<file path="src/rtl/hsc_pkg.sv">
// ----------------------------------------------------------------------------
// hsc_pkg: shared types and constants of the histogram smoothing chain
// Field widths, bin count, log and divide constants, the configuration
// register set and the per-bin sideband that travels with each bin.
// ----------------------------------------------------------------------------
package hsc_pkg;

   // Histogram geometry
   localparam int BIN_COUNT = 256;
   localparam int BIN_W     = $clog2(BIN_COUNT);
   // Tick index runs past the last bin while the trailing bins flush
   localparam int TICK_W    = BIN_W + 1;

   // Field widths
   localparam int CHANNEL_W = 4;
   localparam int COUNT_W   = 24;
   localparam int INDEX_W   = 8;
   localparam int VALUE_W   = 32;
   localparam int SEL_W     = 5;
   localparam int SUM_W     = VALUE_W + 4;

   // Configuration port
   localparam int CSR_IDX_W  = 2;
   localparam int CSR_DATA_W = SEL_W;

   typedef enum logic [CSR_IDX_W-1:0] {
      CSR_LOG_ON,
      CSR_MEAN_ON,
      CSR_MEDIAN_ON,
      CSR_SEL_CHANNEL
   } csr_index_type;

   // Selection code that keeps every channel (-1 in five bits)
   localparam logic [SEL_W-1:0] SEL_ALL = '1;

   typedef struct packed {
      logic             log_on;
      logic             mean_on;
      logic             median_on;
      logic [SEL_W-1:0] selected_channel;
   } cfg_type;

   // Sideband of one kept bin on its way through the log unit
   typedef struct packed {
      logic                 log_on;
      logic [CHANNEL_W-1:0] channel;
      logic [BIN_W-1:0]     bin;
   } item_meta_type;

   // Bin and tick landmarks
   localparam logic [BIN_W-1:0]  BIN_FIRST         = '0;
   localparam logic [BIN_W-1:0]  BIN_LAST          = BIN_W'(BIN_COUNT - 1);
   localparam logic [TICK_W-1:0] TICK_OUT_FIRST    = TICK_W'(4);
   localparam logic [TICK_W-1:0] TICK_OUT_LAG      = TICK_W'(4);
   localparam logic [TICK_W-1:0] TICK_MEDIAN_FIRST = TICK_W'(6);
   localparam logic [TICK_W-1:0] TICK_MEAN_LAST    = TICK_W'(BIN_COUNT - 1);
   localparam logic [TICK_W-1:0] TICK_MEDIAN_LAST  = TICK_W'(BIN_COUNT + 1);
   localparam logic [TICK_W-1:0] TICK_FLUSH_BASE   = TICK_W'(BIN_COUNT + 4);
   localparam logic [TICK_W-1:0] OUT_BIN_LAST      = TICK_W'(BIN_COUNT - 1);

   // Trailing bins emitted after the last input bin
   localparam int               FLUSH_W     = 3;
   localparam logic [FLUSH_W-1:0] FLUSH_TICKS = FLUSH_W'(4);

   // Log unit: 16 fraction bits from repeated squaring, ln 2 in Q0.32
   localparam int              LOG_N_W     = 5;
   localparam int              LN_FRAC_W   = 16;
   localparam int              LN_L2_W     = LOG_N_W + LN_FRAC_W;
   localparam int              LN_PROD_W   = LN_L2_W + 32;
   localparam int              LN_RES_W    = 13;
   localparam logic [31:0]     LN2_Q32     = 32'd2977044472;
   localparam logic [LN_PROD_W-1:0] LN_ROUND = LN_PROD_W'(1) << 39;

   // Divide by 13 of a value below 13 * 2^16: (v * M) >> 24 is exact
   localparam int              MEAN_DIV      = 13;
   localparam int              DIV_DIGIT_W   = 16;
   localparam int              DIV_IN_W      = DIV_DIGIT_W + 4;
   localparam logic [20:0]     DIV13_MUL     = 21'd1290556;

endpackage

</file>
<file path="src/rtl/hsc_smoother.sv">
// ----------------------------------------------------------------------------
// hsc_smoother: weighted mean, median, peak and result register
// Turns each kept bin into one tick of the five-tap windows, adds four zero
// ticks after the last bin, and runs the ticks through mean, divide,
// median and peak stages into the result register.
// ----------------------------------------------------------------------------
module hsc_smoother (
   input  logic                            clock,
   input  logic                            reset,
   input  hsc_pkg::cfg_type                cfg,
   input  logic                            in_valid,
   output logic                            in_ready,
   input  hsc_pkg::item_meta_type          in_meta,
   input  logic [hsc_pkg::VALUE_W-1:0]     in_value,
   input  logic                            rsp_ready,
   output logic                            rsp_valid,
   output logic [hsc_pkg::CHANNEL_W-1:0]   rsp_channel,
   output logic [hsc_pkg::INDEX_W-1:0]     rsp_index,
   output logic [hsc_pkg::VALUE_W-1:0]     rsp_value,
   output logic [hsc_pkg::VALUE_W-1:0]     rsp_peak,
   output logic                            rsp_last
);
   import hsc_pkg::*;

   typedef struct packed {
      logic                 has_out;
      logic                 last;
      logic                 median_apply;
      logic [INDEX_W-1:0]   index;
      logic [CHANNEL_W-1:0] channel;
   } tick_info_type;

   // Quotient digit of v / 13 for v below 13 * 2^16
   function automatic logic [DIV_DIGIT_W-1:0] div13_digit(input logic [DIV_IN_W-1:0] v);
      logic [DIV_IN_W+20:0] prod;
      prod = {21'b0, v} * {{DIV_IN_W{1'b0}}, DIV13_MUL};
      return prod[DIV_IN_W+19:24];
   endfunction

   // Median of five by rank: ties broken by position
   function automatic logic [VALUE_W-1:0] median5(input logic [4:0][VALUE_W-1:0] w);
      logic [2:0]         rank;
      logic [VALUE_W-1:0] med;
      med = w[0];
      for (int i = 0; i < 5; i++) begin
         rank = '0;
         for (int j = 0; j < 5; j++) begin
            if (j != i && (w[j] < w[i] || (w[j] == w[i] && j < i))) begin
               rank = rank + 3'd1;
            end
         end
         if (rank == 3'd2) begin
            med = w[i];
         end
      end
      return med;
   endfunction

   logic                      en;
   logic                      busy;
   logic                      take;
   logic                      tick_fire;
   logic [VALUE_W-1:0]        tick_value;
   logic [TICK_W-1:0]         tick_k;
   logic [TICK_W-1:0]         out_bin;
   tick_info_type             tick_info;
   logic                      tick_mean_apply;
   logic [4:0][VALUE_W-1:0]   mean_win_in;
   logic [SUM_W-1:0]          tick_sum;
   logic [CHANNEL_W-1:0]      tick_channel;

   logic [FLUSH_W-1:0]        flush_left_ff, flush_left_in;
   logic [CHANNEL_W-1:0]      cur_channel_ff;
   logic [4:0][VALUE_W-1:0]   mean_win_ff;
   logic [4:0][VALUE_W-1:0]   med_win_ff;
   logic [4:0][VALUE_W-1:0]   med_win_in;
   logic [VALUE_W-1:0]        running_peak_ff;

   logic                      t0_valid_ff;
   logic [SUM_W-1:0]          t0_sum_ff;
   logic [VALUE_W-1:0]        t0_center_ff;
   logic                      t0_apply_ff;
   tick_info_type             t0_info_ff;

   logic                      t1_valid_ff;
   logic [DIV_DIGIT_W-1:0]    t1_qhi_ff;
   logic [3:0]                t1_rhi_ff;
   logic [DIV_DIGIT_W-1:0]    t1_lo_ff;
   logic [VALUE_W-1:0]        t1_center_ff;
   logic                      t1_apply_ff;
   tick_info_type             t1_info_ff;

   logic                      t2_valid_ff;
   logic [VALUE_W-1:0]        t2_mv_ff;
   tick_info_type             t2_info_ff;

   logic                      t3_valid_ff;
   logic [VALUE_W-1:0]        t3_dv_ff;
   tick_info_type             t3_info_ff;

   logic                      rsp_valid_ff;
   logic [CHANNEL_W-1:0]      rsp_channel_ff;
   logic [INDEX_W-1:0]        rsp_index_ff;
   logic [VALUE_W-1:0]        rsp_value_ff;
   logic [VALUE_W-1:0]        rsp_peak_ff;
   logic                      rsp_last_ff;

   logic [DIV_IN_W-1:0]       hi_part;
   logic [DIV_DIGIT_W-1:0]    qhi;
   logic [DIV_IN_W-1:0]       rhi_wide;
   logic [DIV_IN_W-1:0]       lo_part;
   logic [DIV_DIGIT_W-1:0]    qlo;
   logic [VALUE_W-1:0]        mv;
   logic [VALUE_W-1:0]        dv;
   logic [VALUE_W-1:0]        peak_new;
   logic                      load_out;

   // Whole chain moves when the result register is free or being taken
   assign en        = !rsp_valid_ff || rsp_ready;
   assign busy      = (flush_left_ff != '0);
   assign in_ready  = en && !busy;
   assign take      = in_ready && in_valid;
   assign tick_fire = en && (busy || in_valid);

   // Build the tick: a real bin or a trailing zero bin
   always_comb begin
      tick_value   = busy ? '0 : in_value;
      tick_k       = busy ? (TICK_FLUSH_BASE - TICK_W'(flush_left_ff)) : TICK_W'(in_meta.bin);
      tick_channel = (take && in_meta.bin == BIN_FIRST) ? in_meta.channel : cur_channel_ff;
      out_bin      = tick_k - TICK_OUT_LAG;
      tick_mean_apply = cfg.mean_on && tick_k >= TICK_OUT_FIRST && tick_k <= TICK_MEAN_LAST;
      tick_info.has_out      = (tick_k >= TICK_OUT_FIRST);
      tick_info.last         = (out_bin == OUT_BIN_LAST);
      tick_info.median_apply = cfg.median_on && tick_k >= TICK_MEDIAN_FIRST
                               && tick_k <= TICK_MEDIAN_LAST;
      tick_info.index        = INDEX_W'(out_bin);
      tick_info.channel      = tick_channel;
      mean_win_in = {tick_value, mean_win_ff[4:1]};
      tick_sum    = SUM_W'(mean_win_in[0]) + SUM_W'(mean_win_in[1]) * SUM_W'(3)
                  + SUM_W'(mean_win_in[2]) * SUM_W'(5) + SUM_W'(mean_win_in[3]) * SUM_W'(3)
                  + SUM_W'(mean_win_in[4]);
   end

   // Count down the trailing bins after the last input bin
   always_comb begin
      flush_left_in = flush_left_ff;
      if (en) begin
         if (busy) begin
            flush_left_in = flush_left_ff - FLUSH_W'(1);
         end else if (take && in_meta.bin == BIN_LAST) begin
            flush_left_in = FLUSH_TICKS;
         end
      end
   end

   // Divide the weighted sum by 13, high digit then low digit
   always_comb begin
      hi_part  = t0_sum_ff[SUM_W-1:DIV_DIGIT_W];
      qhi      = div13_digit(hi_part);
      rhi_wide = hi_part - DIV_IN_W'(qhi) * DIV_IN_W'(MEAN_DIV);
      lo_part  = {t1_rhi_ff, t1_lo_ff};
      qlo      = div13_digit(lo_part);
      mv       = t1_apply_ff ? {t1_qhi_ff, qlo} : t1_center_ff;
   end

   // Median window and peak
   always_comb begin
      med_win_in = {t2_mv_ff, med_win_ff[4:1]};
      dv         = t2_info_ff.median_apply ? median5(med_win_in) : med_win_in[2];
      peak_new   = (running_peak_ff > t3_dv_ff) ? running_peak_ff : t3_dv_ff;
      load_out   = en && t3_valid_ff && t3_info_ff.has_out;
   end

   // Control state and windows
   always_ff @(posedge clock) begin
      if (reset) begin
         flush_left_ff   <= '0;
         cur_channel_ff  <= '0;
         mean_win_ff     <= '0;
         med_win_ff      <= '0;
         running_peak_ff <= '0;
         t0_valid_ff     <= 1'b0;
         t1_valid_ff     <= 1'b0;
         t2_valid_ff     <= 1'b0;
         t3_valid_ff     <= 1'b0;
         rsp_valid_ff    <= 1'b0;
      end else begin
         flush_left_ff <= flush_left_in;
         if (take && in_meta.bin == BIN_FIRST) begin
            cur_channel_ff <= in_meta.channel;
         end
         if (tick_fire) begin
            mean_win_ff <= mean_win_in;
         end
         if (en && t2_valid_ff) begin
            med_win_ff <= med_win_in;
         end
         if (load_out) begin
            running_peak_ff <= t3_info_ff.last ? '0 : peak_new;
         end
         if (en) begin
            t0_valid_ff  <= tick_fire;
            t1_valid_ff  <= t0_valid_ff;
            t2_valid_ff  <= t1_valid_ff;
            t3_valid_ff  <= t2_valid_ff;
            rsp_valid_ff <= t3_valid_ff && t3_info_ff.has_out;
         end
      end
   end

   // Tick payload pipeline
   always_ff @(posedge clock) begin
      if (en) begin
         t0_sum_ff    <= tick_sum;
         t0_center_ff <= mean_win_in[2];
         t0_apply_ff  <= tick_mean_apply;
         t0_info_ff   <= tick_info;
         t1_qhi_ff    <= qhi;
         t1_rhi_ff    <= rhi_wide[3:0];
         t1_lo_ff     <= t0_sum_ff[DIV_DIGIT_W-1:0];
         t1_center_ff <= t0_center_ff;
         t1_apply_ff  <= t0_apply_ff;
         t1_info_ff   <= t0_info_ff;
         t2_mv_ff     <= mv;
         t2_info_ff   <= t1_info_ff;
         t3_dv_ff     <= dv;
         t3_info_ff   <= t2_info_ff;
      end
      if (load_out) begin
         rsp_channel_ff <= t3_info_ff.channel;
         rsp_index_ff   <= t3_info_ff.index;
         rsp_value_ff   <= t3_dv_ff;
         rsp_peak_ff    <= t3_info_ff.last ? peak_new : '0;
         rsp_last_ff    <= t3_info_ff.last;
      end
   end

   assign rsp_valid   = rsp_valid_ff;
   assign rsp_channel = rsp_channel_ff;
   assign rsp_index   = rsp_index_ff;
   assign rsp_value   = rsp_value_ff;
   assign rsp_peak    = rsp_peak_ff;
   assign rsp_last    = rsp_last_ff;

   // The running peak restarts after the last bin of a histogram
   assert property (@(posedge clock) disable iff (reset)
      (load_out && t3_info_ff.last) |=> (running_peak_ff == '0))
      else $error("running peak not cleared after last bin");

   // The peak on the last bin covers that bin's own value
   assert property (@(posedge clock) disable iff (reset)
      (rsp_valid_ff && rsp_last_ff) |-> (rsp_peak_ff >= rsp_value_ff))
      else $error("peak below last bin value");

   // Only the last bin carries a peak
   assert property (@(posedge clock) disable iff (reset)
      (rsp_valid_ff && !rsp_last_ff) |-> (rsp_peak_ff == '0))
      else $error("peak on a bin that is not last");

   // Trailing flush starts only after the last bin was taken
   assert property (@(posedge clock) disable iff (reset)
      $rose(busy) |-> $past(take && in_meta.bin == BIN_LAST))
      else $error("flush started without a last bin");

endmodule

</file>
<file path="config.mk">
export PLATFORM = sky130hd
export DESIGN_NAME = hsc_smoother
export DESIGN_NICKNAME = d
export VERILOG_FILES = /design/src/rtl/hsc_pkg.sv /design/src/rtl/hsc_smoother.sv
export SDC_FILE = /design/constraint.sdc
export NUM_CORES = 2
export LEC_CHECK = 0
export BUFFER_PORTS_ARGS = -buffer_cell sky130_fd_sc_hd__clkbuf_2
export CORE_ASPECT_RATIO = 1.2
export CORE_MARGIN = 8
export CORE_UTILIZATION = 50
export DETAILED_ROUTE_END_ITERATION = 16
export PLACE_DENSITY = 0.69
export SYNTH_ARGS = -nofsm -noshare
export SYNTH_HDL_FRONTEND = slang
export SYNTH_SLANG_ARGS = --single-unit
</file>
<file path="constraint.sdc">
create_clock -name clock -period 13.1 [get_ports clock]
set_input_delay 0.655 -clock clock [delete_from_list [all_inputs] [get_ports clock]]
set_output_delay 0.655 -clock clock [all_outputs]
set_load 0.005 [all_outputs]
</file>
# After elaboration in Yosys (flattened, before gate mapping)
# Index checks and enable logic that the tools add are counted.
[word_totals]
regBits = 638
out_inout_bits = 79
[op_classes]
n_addsub = 20
n_mul = 6
magnitude_cmp = 21
n_eq_ne = 16
muxes = 29
reduce_logical = 31
[op_table]
columns = ["cell", "count"]
rows = [
  ["32-bit < comparator", 16],
  ["32-bit == test", 10],
  ["32-bit 2-to-1 mux", 9],
  ["20-bit by 19-bit multiplier with 38-bit output, second input constant", 2],
  ["32-bit by 2-bit multiplier with 34-bit output, second input constant", 2],
  ["3-bit 2-to-1 mux", 14],
  ["3-bit by 1-bit adder with 3-bit output, second input constant", 12],
  ["35-bit by 35-bit adder with 36-bit output", 1],
  ["36-bit by 32-bit adder with 36-bit output", 1],
  ["36-bit by 34-bit adder with 36-bit output", 1],
  ["32-bit by 34-bit adder with 35-bit output", 1],
  ["32-bit by 3-bit multiplier with 35-bit output, second input constant", 1],
  ["32-bit greater-than comparator", 1],
  ["9-bit by 3-bit >= comparator with 1-bit output, second input constant", 2],
  ["16-bit by 4-bit multiplier with 4-bit output, second input constant", 1],
  ["1-bit logical AND", 13],
  ["3-bit by 2-bit == test with 1-bit output, second input constant", 4],
  ["1-bit logical OR", 12],
  ["9-bit by 8-bit == test with 1-bit output, second input constant", 1],
  ["9-bit by 8-bit less-or-equal comparator with 1-bit output, second input constant", 1],
  ["9-bit less-or-equal comparator, second input constant", 1],
  ["9-bit 2-to-1 mux", 1],
  ["9-bit by 3-bit subtractor with 9-bit output, first input constant", 1],
  ["9-bit by 3-bit subtractor with 9-bit output, second input constant", 1],
  ["10 further kinds", 14],
]

# Depth between registers and ports, before layout
[depth]
word_depth = 15
mapped_depth = 32

# Least setup slack after synthesis
# Ideal clock, no wire load.
[synth_timing]
path_type = "input-to-reg"
start = "input rsp_ready"
end = "register rsp_channel_ff[0] (netlist: rsp_channel[0]), enable pin"
setup_ns = 0.429
arrival_ns = 11.122
t_required_ns = 12.671
slack_ns = 1.549
path_stages = 5
n_path_buf = 1
cell_sequence = "nor2b_1 inv_1 clkbuf_1 nand3_1 inv_1"
[synth_via]
elab_chain_cells = 3
[synth_lines]
columns = ["element", "line", "source"]
rows = [
  ["from (decl)", "hsc_smoother.sv:15", "input logic rsp_ready,"],
  ["1-bit logical OR", "hsc_smoother.sv:119", "assign en = !rsp_valid_ff || rsp_ready;"],
  ["via en", "hsc_smoother.sv:59", "logic en;"],
  ["1-bit logical AND (2 in series)", "hsc_smoother.sv:171", "load_out = en && t3_valid_ff && t3_info_ff.has_out;"],
  ["via load_out", "hsc_smoother.sv:116", "logic load_out;"],
  ["to (signal assigned)", "hsc_smoother.sv:230", "rsp_channel_ff <= t3_info_ff.channel;"],
  ["to (decl)", "hsc_smoother.sv:102", "logic [CHANNEL_W-1:0] rsp_channel_ff;"],
]
# The timed path passes the listed nets, and every way through them passes these cells.
# A chain may end at the register's enable or synchronous reset.

# Worst setup path in the final report
[layout_timing]
start = "register t0_sum_ff[18]"
end = "register t1_rhi_ff[3], data pin"
[layout_via]
elab_chain_cells = 3
[layout_lines]
columns = ["element", "line", "source"]
rows = [
  ["from (decl)", "hsc_smoother.sv:80", "logic [SUM_W-1:0] t0_sum_ff;"],
  ["from (signal assigned)", "hsc_smoother.sv:214", "t0_sum_ff <= tick_sum;"],
  ["20-bit by 19-bit multiplier with 38-bit output", "hsc_smoother.sv:36", "prod = {21'b0, v} * {{DIV_IN_W{1'b0}}, DIV13_MUL};"],
  ["via qhi[0]", "hsc_smoother.sv:109", "logic [DIV_DIGIT_W-1:0] qhi;"],
  ["16-bit by 4-bit multiplier with 4-bit output", "hsc_smoother.sv:160", "rhi_wide = hi_part - DIV_IN_W'(qhi) * DIV_IN_W'(MEAN_DIV);"],
  ["4-bit subtractor", "hsc_smoother.sv:160", ""],
  ["via rhi_wide[3]", "hsc_smoother.sv:110", "logic [DIV_IN_W-1:0] rhi_wide;"],
  ["to (signal assigned)", "hsc_smoother.sv:219", "t1_rhi_ff <= rhi_wide[3:0];"],
  ["to (decl)", "hsc_smoother.sv:87", "logic [3:0] t1_rhi_ff;"],
]
# The timed path passes the listed nets, and every way through them passes these cells.

==> results by group <==
Global route
  – Met1 track demand over resource in global routing: 27.5%
  – Overflow left after global routing: 0
  – Most congested layer reported by global routing: met2
  – Initial antenna violation count: 5
  – Met3 track demand over resource: 2.55%
  – Global-route wire length before repair: 198 mm
  – Pin count of the biggest net entering global routing: 109
  – GR met2 Demand/Resource: 37.8%
  – Via count of the first global-routing pass: 36,823
  – Tot GR Track Use: 21.8%

Finish
  – Multi-input combinational cell area: 31,600 um^2
  – Number of fillers in the final layout: 8,876
  – Relative area change from synthesis to final layout: 8.51%
  – Register area: 16,200 um^2
  – Net count reported at finish: 6,353
  – Non-Filler Cell Area, Final: 55,700 um^2
  – Proportion of layout cells with a drive suffix above 1: 7.32%

Drt
  – Wire length per cell: 19.0 um
  – Violation count after the first detailed-route iteration: 2,274
  – Antenna violation net count after detailed routing: 0
  – DR vias: 35,831
  – Pre-Repair DR Iteration Count: 5
  – Post-detailed-route DRC marker count: 0
  – WL final: 124 mm
  – Detail-routed via count per cell: 5.52

Die
  – Die height: 367 um
  – Number of I/O pins: 136
  – Die X: 308 um
  – Core area: 102,000 um^2
  – Core Rows: 128
  – Starting density of the core: 50.5%
  – Area of the die: 113,000 um^2

Worst setup path
  – Critical path's top delay family: adder cells
  – Cell depth of the worst flop-to-flop path: 29
  – Crit-path slowest cell: edfxtp_1
  – Nature of the critical path startpoint: register
  – Critical path class: reg2reg
  – Flop-to-flop setup slack: 5.10 ns
  – Critical Path AT: 8.40 ns
  – Slowest stage delay, CP: 0.71 ns
  – Stages on worst setup path: 29
  – Critical path buffer and inverter count: 6
  – Worst-path fanout max: 10
  – Data required time of the critical path: 13.49 ns
  – R2r startpoint: t0_sum_ff[18]
  – Endpoint kind of the worst setup timing path: register
  – Reg-to-reg critical path endpoint: t1_rhi_ff[3]

Worst hold path
  – Terminating pin of the worst hold path: mean_win_ff[150]
  – Worst hold path stage count: 3
  – Hold path start: in_value[22]
  – Worst hold path class: in2reg

CTS
  – Cell chosen for the clock root: clkbuf_16
  – CTS-repair resized insts: 0
  – Hold buffer count at cts: 0
  – Sinks on the clock net: 638
  – Clock input transition at the sequential cells of the worst setup and hold paths: 0.07 ns
  – Post-CTS Setup Repair Bufs: 0
  – CTS H-tree depth: 3
  – Maximum buffer depth of the clock tree: 3
  – Clk_lat worst skew: 0.66 ns
  – Number of buffers created by CTS: 71
  – Clock tree from TritonCTS: done

Placement
  – Half-perimeter wire length after detailed placement: 96.0 mm
  – Number of port buffers: 128
  – Final estimated routing congestion in global placement: 0.939
  – Post-place instance area: 53,300 um^2

Timing
  – Final setup vio count: 0
  – Accumulated negative setup slack: 0 ns
  – Max-slew violation count: 0
  – Worst-margin pin slew: 1.17 ns
  – Setup repair after global routing missed its margin: no
  – Number of hold violations in the final report: 0
  – Tightest slew margin relative to the limit: 22.1%
  – Highest clock frequency the design can meet: 125 MHz
  – Final period util: 61.1%
  – Clock tree skew after final layout: 0.0423 ns
  – Minimum clock period after layout: 8.00 ns

Synthesis
  – Flop and latch count out of synthesis: 638
  – Post-synthesis cell area: 51,300 um^2
  – Post-Synthesis Net Count: 6,278
  – Sequential share of the synthesized area: 31.5%
  – Post-synth cell types: 81
  – Leading register cell type out of synthesis: edfxtp_1
  – Mean instance size in the synthesized netlist: 10.3 um^2
  – Synth top area cells: edfxtp_1, ha_1, fa_1, dfxtp_1, inv_1
  – Syn Inst Count: 4,989
  – Cell taking the most area after synthesis: edfxtp_1
  – Share of synthesized registers carrying an async set or reset: 0%
  – Number of flops mapped to enable cells by yosys: 338
  – Fraction of synthesized cell area taken by the top area cell type: 19.8%
  – Total of warnings raised by yosys: 0
  – Most used standard cells in the synthesized netlist: inv_1, ha_1, nand2_1
  – Library cell with the highest instance count after synthesis: inv_1

Outcome
  – Result of the run: completed

Job
  – Max_cap viols: 0
registers in the layout (all words and copies together), names as in the netlist, 3 cells and up:
name             flops
t0_center_ff        32
t1_lo_ff            16
rsp_channel          4
mean_win_ff        128
rsp_peak            32
t1_qhi_ff           16
t0_sum_ff           36
t1_rhi_ff            4
t1_info_ff          15
t1_center_ff        32
t2_info_ff          15
rsp_value           32
med_win_ff         128
rsp_index            8
t3_dv_ff            32
flush_left_ff        3
t3_info_ff          14
t0_info_ff          15
running_peak_ff     32
cur_channel_ff       4
t2_mv_ff            32
metrics by stage:
stage	instances	util, %	worst slack (ns)	hold slack [ns]
final	6487	54.7	5.10	0.277
after CTS	6486	54.7	5.03	0.236
after detailed placement	6356	52.4	5.07	0.405
after floorplan	4989	-	1.55	0.400
after global placement	6356	52.4	5.18	0.400
after global routing	6486	54.7	4.67	0.281
worst max path at each step:
stage / from / slack [ns] / to
global placement: t0_sum_ff[18] / 5.18 / t1_rhi_ff[3]
CTS: t0_sum_ff[18] / 5.03 / t1_rhi_ff[3]
global route: t0_sum_ff[18] / 4.67 / t1_rhi_ff[3]
finish: t0_sum_ff[18] / 5.10 / t1_rhi_ff[3]
floorplan: rsp_ready / 1.55 / rsp_channel[0]
detailed placement: t0_sum_ff[18] / 5.07 / t1_rhi_ff[3]
cells in the final DEF (no fill, tap or decap), types with 37 or more instances in the layout:
| cell | n |
|---|---|
| inv_1 | 804 |
| ha_1 | 783 |
| nand2_1 | 548 |
| fa_1 | 449 |
| a21oi_1 | 378 |
| edfxtp_1 | 338 |
| dfxtp_1 | 300 |
| nor2_1 | 182 |
| clkbuf_2 | 127 |
| a21o_1 | 101 |
| nand4_1 | 88 |
| clkbuf_16 | 73 |
| o21ai_0 | 69 |
| o21a_1 | 62 |
| nor3_1 | 59 |
| xnor2_1 | 51 |
| and3_1 | 45 |
| and2_1 | 40 |
| mux2i_1 | 37 |
cell type report:
cell class,instances,area share (%)
well taps,1365,3.07
multi-input cells,3391,56.7
clock inverters,38,0.699
diodes,1,0.00449
clock buffers,92,3.52
flip-flops and latches,638,29.0
repair buffers,154,1.52
inverters,808,5.46
tightest hold or removal path: cells and delay by family:
family | cells | cell delay (ns)
AO/OA/AOI/OAI | 1 | 0.07
buffers and inverters | 1 | 0.08
AND/OR/NAND/NOR | 1 | 0.07
metal layers:
| metal | routed length, um | part of all wire, % |
|---|---|---|
| met5 | 0 | 0 |
| met4 | 4950 | 4.0 |
| met3 | 5490 | 4.4 |
| met2 | 60800 | 49 |
| met1 | 52300 | 42 |
cell families after synthesis:
family | after synthesis | synth area share (%)
buffers and inverters | 960 | 7.09
flip-flops | 638 | 31.5
AO/OA/AOI/OAI | 920 | 12.4
adder cells (fa/ha/maj) | 1232 | 36.6
XOR/XNOR | 76 | 1.30
multiplexers | 70 | 1.45
AND/OR/NAND/NOR | 1093 | 9.62
Power is left out: the tool's default activity adds up to more than one toggle a clock period on the data nets, which glitch-free logic cannot reach.
